--- src/hdl/integer_vector_alu_defines.svh ---
// Assertion macros shared by the integer vector ALU RTL.
// Each macro expects clk and arst_n to be in scope where it is used.
`ifndef INTEGER_VECTOR_ALU_DEFINES_SVH
`define INTEGER_VECTOR_ALU_DEFINES_SVH

// Same-cycle implication, checked outside reset.
`define IVALU_IMPLIES(lbl, ante, cons) \
	lbl: assert property (@(posedge clk) disable iff (!arst_n) (ante) |-> (cons)) \
		else $error("implication check failed");

// Next-cycle implication, checked outside reset.
`define IVALU_NEXT(lbl, ante, cons) \
	lbl: assert property (@(posedge clk) disable iff (!arst_n) (ante) |=> (cons)) \
		else $error("next-cycle check failed");

`endif

--- src/hdl/ivalu_pkg.sv ---
// Package for the integer vector ALU: widths, opcodes, status codes and
// the request, result and pipeline context types. No dependencies.
`timescale 1ns / 1ps
`default_nettype none

package ivalu_pkg;

	localparam int CompW     = 32;
	localparam int Lanes     = 4;
	localparam int SqrtSteps = CompW / 2;
	localparam int DivSteps  = CompW;

	typedef logic signed [CompW-1:0] comp_t;

	// Opcodes
	localparam logic [3:0] OP_ADD   = 4'd0;
	localparam logic [3:0] OP_SUB   = 4'd1;
	localparam logic [3:0] OP_SCALE = 4'd2;
	localparam logic [3:0] OP_DIV   = 4'd3;
	localparam logic [3:0] OP_DOT   = 4'd4;
	localparam logic [3:0] OP_CROSS = 4'd5;
	localparam logic [3:0] OP_MAG   = 4'd6;
	localparam logic [3:0] OP_NORM  = 4'd7;
	localparam logic [3:0] OP_QSUM  = 4'd8;

	// Status codes
	localparam logic [1:0] ST_OK     = 2'd0;
	localparam logic [1:0] ST_DIV0   = 2'd1;
	localparam logic [1:0] ST_CROSS4 = 2'd2;

	typedef struct packed {
		logic        [3:0]  opcode;
		logic        [2:0]  dims;
		logic signed [31:0] a_x;
		logic signed [31:0] a_y;
		logic signed [31:0] a_z;
		logic signed [31:0] a_w;
		logic signed [31:0] b_x;
		logic signed [31:0] b_y;
		logic signed [31:0] b_z;
		logic signed [31:0] b_w;
		logic signed [31:0] factor;
	} req_t;

	typedef struct packed {
		logic signed [31:0] r_x;
		logic signed [31:0] r_y;
		logic signed [31:0] r_z;
		logic signed [31:0] r_w;
		logic signed [31:0] r_scalar;
		logic        [1:0]  status;
	} rsp_t;

	// Operands for one lane
	typedef struct packed {
		logic [3:0] op;
		comp_t      a;
		comp_t      b;
		comp_t      f;
		comp_t      ca;
		comp_t      cb;
		comp_t      cc;
		comp_t      cd;
	} lane_in_t;

	// First-stage lane results
	typedef struct packed {
		comp_t vec;
		comp_t ab;
		comp_t aa;
	} lane_s1_t;

	// Item context carried down the pipeline
	typedef struct packed {
		logic [3:0]             op;
		logic [2:0]             n;
		comp_t [Lanes-1:0]      a;
		comp_t [Lanes-1:0]      b;
		comp_t                  f;
		comp_t [Lanes-1:0]      vec;
		comp_t                  sc;
		logic [1:0]             st;
	} ctx_t;

endpackage

`default_nettype wire

--- src/hdl/ivalu_sqrt.sv ---
// Pipelined floor square root, one result bit per stage.
// Depends on ivalu_pkg.
`timescale 1ns / 1ps
`default_nettype none

module ivalu_sqrt (
	input  wire logic                   clk,
	input  wire logic                   en,
	input  wire logic [ivalu_pkg::CompW-1:0] value,
	output ivalu_pkg::comp_t            root
);

	localparam int W = ivalu_pkg::CompW;
	localparam int N = ivalu_pkg::SqrtSteps;

	logic [W-1:0] rem_s  [N];
	logic [W-1:0] root_s [N];

	for (genvar k = 0; k < N; k++) begin : g_step
		localparam logic [W-1:0] Bit = {{(W-1){1'b0}}, 1'b1} << (2 * (N - 1 - k));
		logic [W-1:0] v_in;
		logic [W-1:0] r_in;
		logic [W-1:0] trial;
		logic [W-1:0] v_nx;
		logic [W-1:0] r_nx;

		// One digit of the restoring square root
		always_comb begin
			v_in  = (k == 0) ? value : rem_s[(k == 0) ? 0 : k - 1];
			r_in  = (k == 0) ? '0 : root_s[(k == 0) ? 0 : k - 1];
			trial = r_in + Bit;
			if (v_in >= trial) begin
				v_nx = v_in - trial;
				r_nx = (r_in >> 1) + Bit;
			end else begin
				v_nx = v_in;
				r_nx = r_in >> 1;
			end
		end

		always_ff @(posedge clk) begin
			if (en) begin
				rem_s[k]  <= v_nx;
				root_s[k] <= r_nx;
			end
		end
	end

	assign root = ivalu_pkg::comp_t'(root_s[N-1]);

endmodule

`default_nettype wire

--- config.mk ---
export PLATFORM = sky130hd
export DESIGN_NAME = ivalu_sqrt
export DESIGN_NICKNAME = d
export VERILOG_FILES = /design/src/hdl/integer_vector_alu_defines.svh /design/src/hdl/ivalu_pkg.sv /design/src/hdl/ivalu_sqrt.sv
export SDC_FILE = /design/constraint.sdc
export NUM_CORES = 1
export LEC_CHECK = 0
export ABC_CLOCK_PERIOD_IN_PS = 2950
export BUFFER_PORTS_ARGS = -buffer_cell sky130_fd_sc_hd__buf_2
export CAP_MARGIN = 20
export CORE_ASPECT_RATIO = 1.75
export CORE_MARGIN = 2
export CORE_UTILIZATION = 63
export CTS_BUF_LIST = sky130_fd_sc_hd__clkbuf_4 sky130_fd_sc_hd__clkbuf_8 sky130_fd_sc_hd__clkbuf_16
export DETAILED_ROUTE_END_ITERATION = 10
export PLACE_DENSITY = 0.81
export SYNTH_ARGS = -nofsm -noshare
export SYNTH_HDL_FRONTEND = slang
export SYNTH_SLANG_ARGS = --single-unit
--- constraint.sdc ---
create_clock -name clk -period 2.95 [get_ports clk]
set_input_delay 0.59 -clock clk [delete_from_list [all_inputs] [get_ports clk]]
set_output_delay 0.59 -clock clk [all_outputs]
set_load 0.01 [all_outputs]
==> results.cfg <==
[power_and_ir_drop]
powerDensity_nw_per_um2 = 708
total_leakage_power_nw = 13.0
vdd.ir_drop.worst_mv = 0.673

[sta]
final.setup_skew_ps = 29.6
hold_viol_final = 0
worst_slew_pin_slew_ps = 791
post-route-period-util = 0.985
highest_clock_frequency_the_design_can_meet_mhz = 344
worst_slack_ps = 44.8
slew_headroom = 0.469
period_minus_slack_ps = 2910
report.final.setup_viol = 0
report.final.slew_viol_count = 0
unrepaired_setup_endpoints_after_global_routing = true

[final_layout]
areaGrowthSynthToFinish_pct = 14.6
drive_above_1_share = 0.149
layout_common_cells = 616 x sky130_fd_sc_hd__edfxtp_1, 176 x sky130_fd_sc_hd__inv_1, 148 x sky130_fd_sc_hd__nor2_1
design_area_um2 = 33500
layout.cells.most_common = sky130_fd_sc_hd__edfxtp_1
num-nets-final = 2689
num_antenna_cells = 0

[floorplanning]
die_width_um = 167
die-area_um2 = 48300
die_h_um = 289
coreArea_um2 = 45900
ioPinCount = 66
floorplan.initialDensity = 0.637
num_rows = 104

[global_routing]
grt_start_max_net_pins = 94
global_route_wire_length_before_repair_um = 106000
grt_usage = 0.291
number_of_global_route_vias_before_repair = 20725
number_of_antenna_violations_at_the_first_check_in_global_routing = 0
grt_overflow = 0

[placement]
cell_area_placed_um2 = 31400
gp_congestion = 1.05
setup_slack_at_placement_ps = -201
portBuffers = 49
detailed_placer_s_ending_hpwl_um = 53100

[route]
routed_wl_um = 70400
vias = 19198
avgViaCountPerCell = 6.13
drt_iter0_markers = 1212
wl_per_cell_um = 22.5
final_antenna_net_count = 0
drt_drc_violations_left = 0
detailedRoute.firstPassIterationCount = 5

[clock_tree]
clock-sinks = 616
cts_htree_levels = 2
clock_tree.buffer_depth = 3
root_cell_of_the_clock_tree = sky130_fd_sc_hd__clkbuf_16
tritoncts_clock_tree = yes
tritoncts.num_buffers = 53
cts_hold_buffers = 0
worst_skew_pair.late_latency_ps = 620
path_clk_slew_ps = 70

[synthesis]
synth.yosys.seq_area_share = 0.632
ys_seq_elements = 616
number_of_enable_type_register_cells_in_the_synthesized_netlist = 616
postSynth.topFlopCell = sky130_fd_sc_hd__edfxtp_1
synthCells = 2271
synth.yosys.warnings = 0
async_reset_ff_frac = 0
yosys.cell_types.count = 79
netlist_area_um2 = 29300
synthesis.area_per_instance_um2 = 12.9

[setup_path]
critPathMaxFanout = 23
worstPathArrival_ps = 3260
critPathRequiredTime_ps = 3310
cp-end-kind = flip-flop
worstSetupPathType = reg2reg
kind_of_start_point_of_the_critical_path = flip-flop

[outcome]
run_status = finished clean

[run]
maxCapViolations = 0

[hold_path]
hp-class = in2reg
-- kinds of logic (layout without fill, tap and decap cells) --
group	after synthesis	count (layout)	share of synthesized area
AOI/OAI and AO/OA	414	414	0.0891
buffers and inverters	230	492	0.0324
DFF	616	616	0.632
adders and majority gates	150	150	0.0641
and+or+nand+nor	647	647	0.117
muxes	18	18	0.00684
xor gates and xnor gates	195	195	0.0583
other	1	16	0.000128
-- state kept, by name (all words and copies together), names as in the netlist --
register,cells
rem_s,480
root_s,136
-- stage by stage --
| stage | hold slack, ps | TNS [ps] | utilization | cells | power [mW] |
|---|---|---|---|---|---|
| after floorplan | 417 | 0 | - | 2286 | 14.6 |
| after global placement | 423 | -411 | 0.683 | 3024 | 16.3 |
| after detailed placement | 429 | -348 | 0.683 | 3025 | 16.5 |
| after CTS | 133 | -11.6 | 0.723 | 3124 | 23.6 |
| after global routing | 141 | -66.6 | 0.730 | 3131 | 24.6 |
| final | 159 | 0 | 0.730 | 3131 | 23.7 |
-- synth_stat cells, types with 10 or more instances --
cell	n	area [um2]
sky130_fd_sc_hd__nand3_1	37	185
sky130_fd_sc_hd__o211ai_1	11	82.6
sky130_fd_sc_hd__and2_1	10	62.6
sky130_fd_sc_hd__xor2_1	100	876
sky130_fd_sc_hd__nor4_1	77	482
sky130_fd_sc_hd__o31ai_1	11	82.6
sky130_fd_sc_hd__nand2_1	120	450
sky130_fd_sc_hd__inv_1	176	661
sky130_fd_sc_hd__edfxtp_1	616	18500
sky130_fd_sc_hd__and3_1	10	62.6
sky130_fd_sc_hd__xnor2_1	95	832
sky130_fd_sc_hd__nor3_1	59	295
sky130_fd_sc_hd__or3_1	28	175
sky130_fd_sc_hd__nand2b_1	30	188
sky130_fd_sc_hd__a21oi_1	129	646
sky130_fd_sc_hd__clkbuf_1	23	86.3
sky130_fd_sc_hd__nor4b_1	16	140
sky130_fd_sc_hd__mux2_2	12	135
sky130_fd_sc_hd__a211oi_1	11	82.6
sky130_fd_sc_hd__nand4_1	33	206
sky130_fd_sc_hd__o21a_1	31	233
sky130_fd_sc_hd__ha_1	150	1880
sky130_fd_sc_hd__nor2_1	148	556
sky130_fd_sc_hd__a21o_1	33	248
sky130_fd_sc_hd__buf_4	16	120
sky130_fd_sc_hd__o21ai_0	101	505
sky130_fd_sc_hd__nor2b_1	19	119
-- layer usage --
metal,vias up,routed length [um],global-route usage
met4,0,8040,0.285
met2,603,42500,0.619
met1,9335,17900,0.198
met5,-,0,0
li1,8955,-,-
met3,305,2020,0.0329
-- cell type report --
type,instances,area (um2)
Timing Repair Buffer,215,1680
Inverter,179,674
Multi-Input combinational cell,1440,10200
Clock buffer,61,1390
Clock inverter,37,393
Sequential cell,616,18500
Fill cell,2929,12400
Tap cell,583,729
-- critical path: stages (launching register included) --
cell,delay [ps]
sky130_fd_sc_hd__edfxtp_1,390
sky130_fd_sc_hd__or3_4,420
sky130_fd_sc_hd__or4_1,520
sky130_fd_sc_hd__or3_1,410
sky130_fd_sc_hd__a221oi_4,270
sky130_fd_sc_hd__buf_6,270
sky130_fd_sc_hd__nor2_1,90
sky130_fd_sc_hd__o2111a_1,160
sky130_fd_sc_hd__xor2_1,140
-- where the power goes --
| part | total [mW] | internal [mW] | switching [mW] |
|---|---|---|---|
| Clock | 7.13 | 3.93 | 3.20 |
| Sequential | 11.9 | 11.0 | 0.827 |
| Combinational | 4.74 | 2.05 | 2.70 |
-- what timing repair did --
action	CTS	global route
setup endpoints to repair	10	96
gates cloned	0	1
gates resized for setup	8	67
buffers inserted	1	6
pin swaps	1	10
-- worst paths after layout --
path / end / cells past startpoint / slack, ps / start
setup / recovery: rem_s[1][89] / 8 / 40 / rem_s[1][58]
hold / removal: rem_s[0][29] / 1 / 160 / value[29]
setup reg to reg: rem_s[1][89] / 8 / 40 / rem_s[1][58]
hold reg to reg: root_s[1][143] / 0 / 440 / root_s[1][112]
No activity file was read; power rests on OpenSTA's default activity.
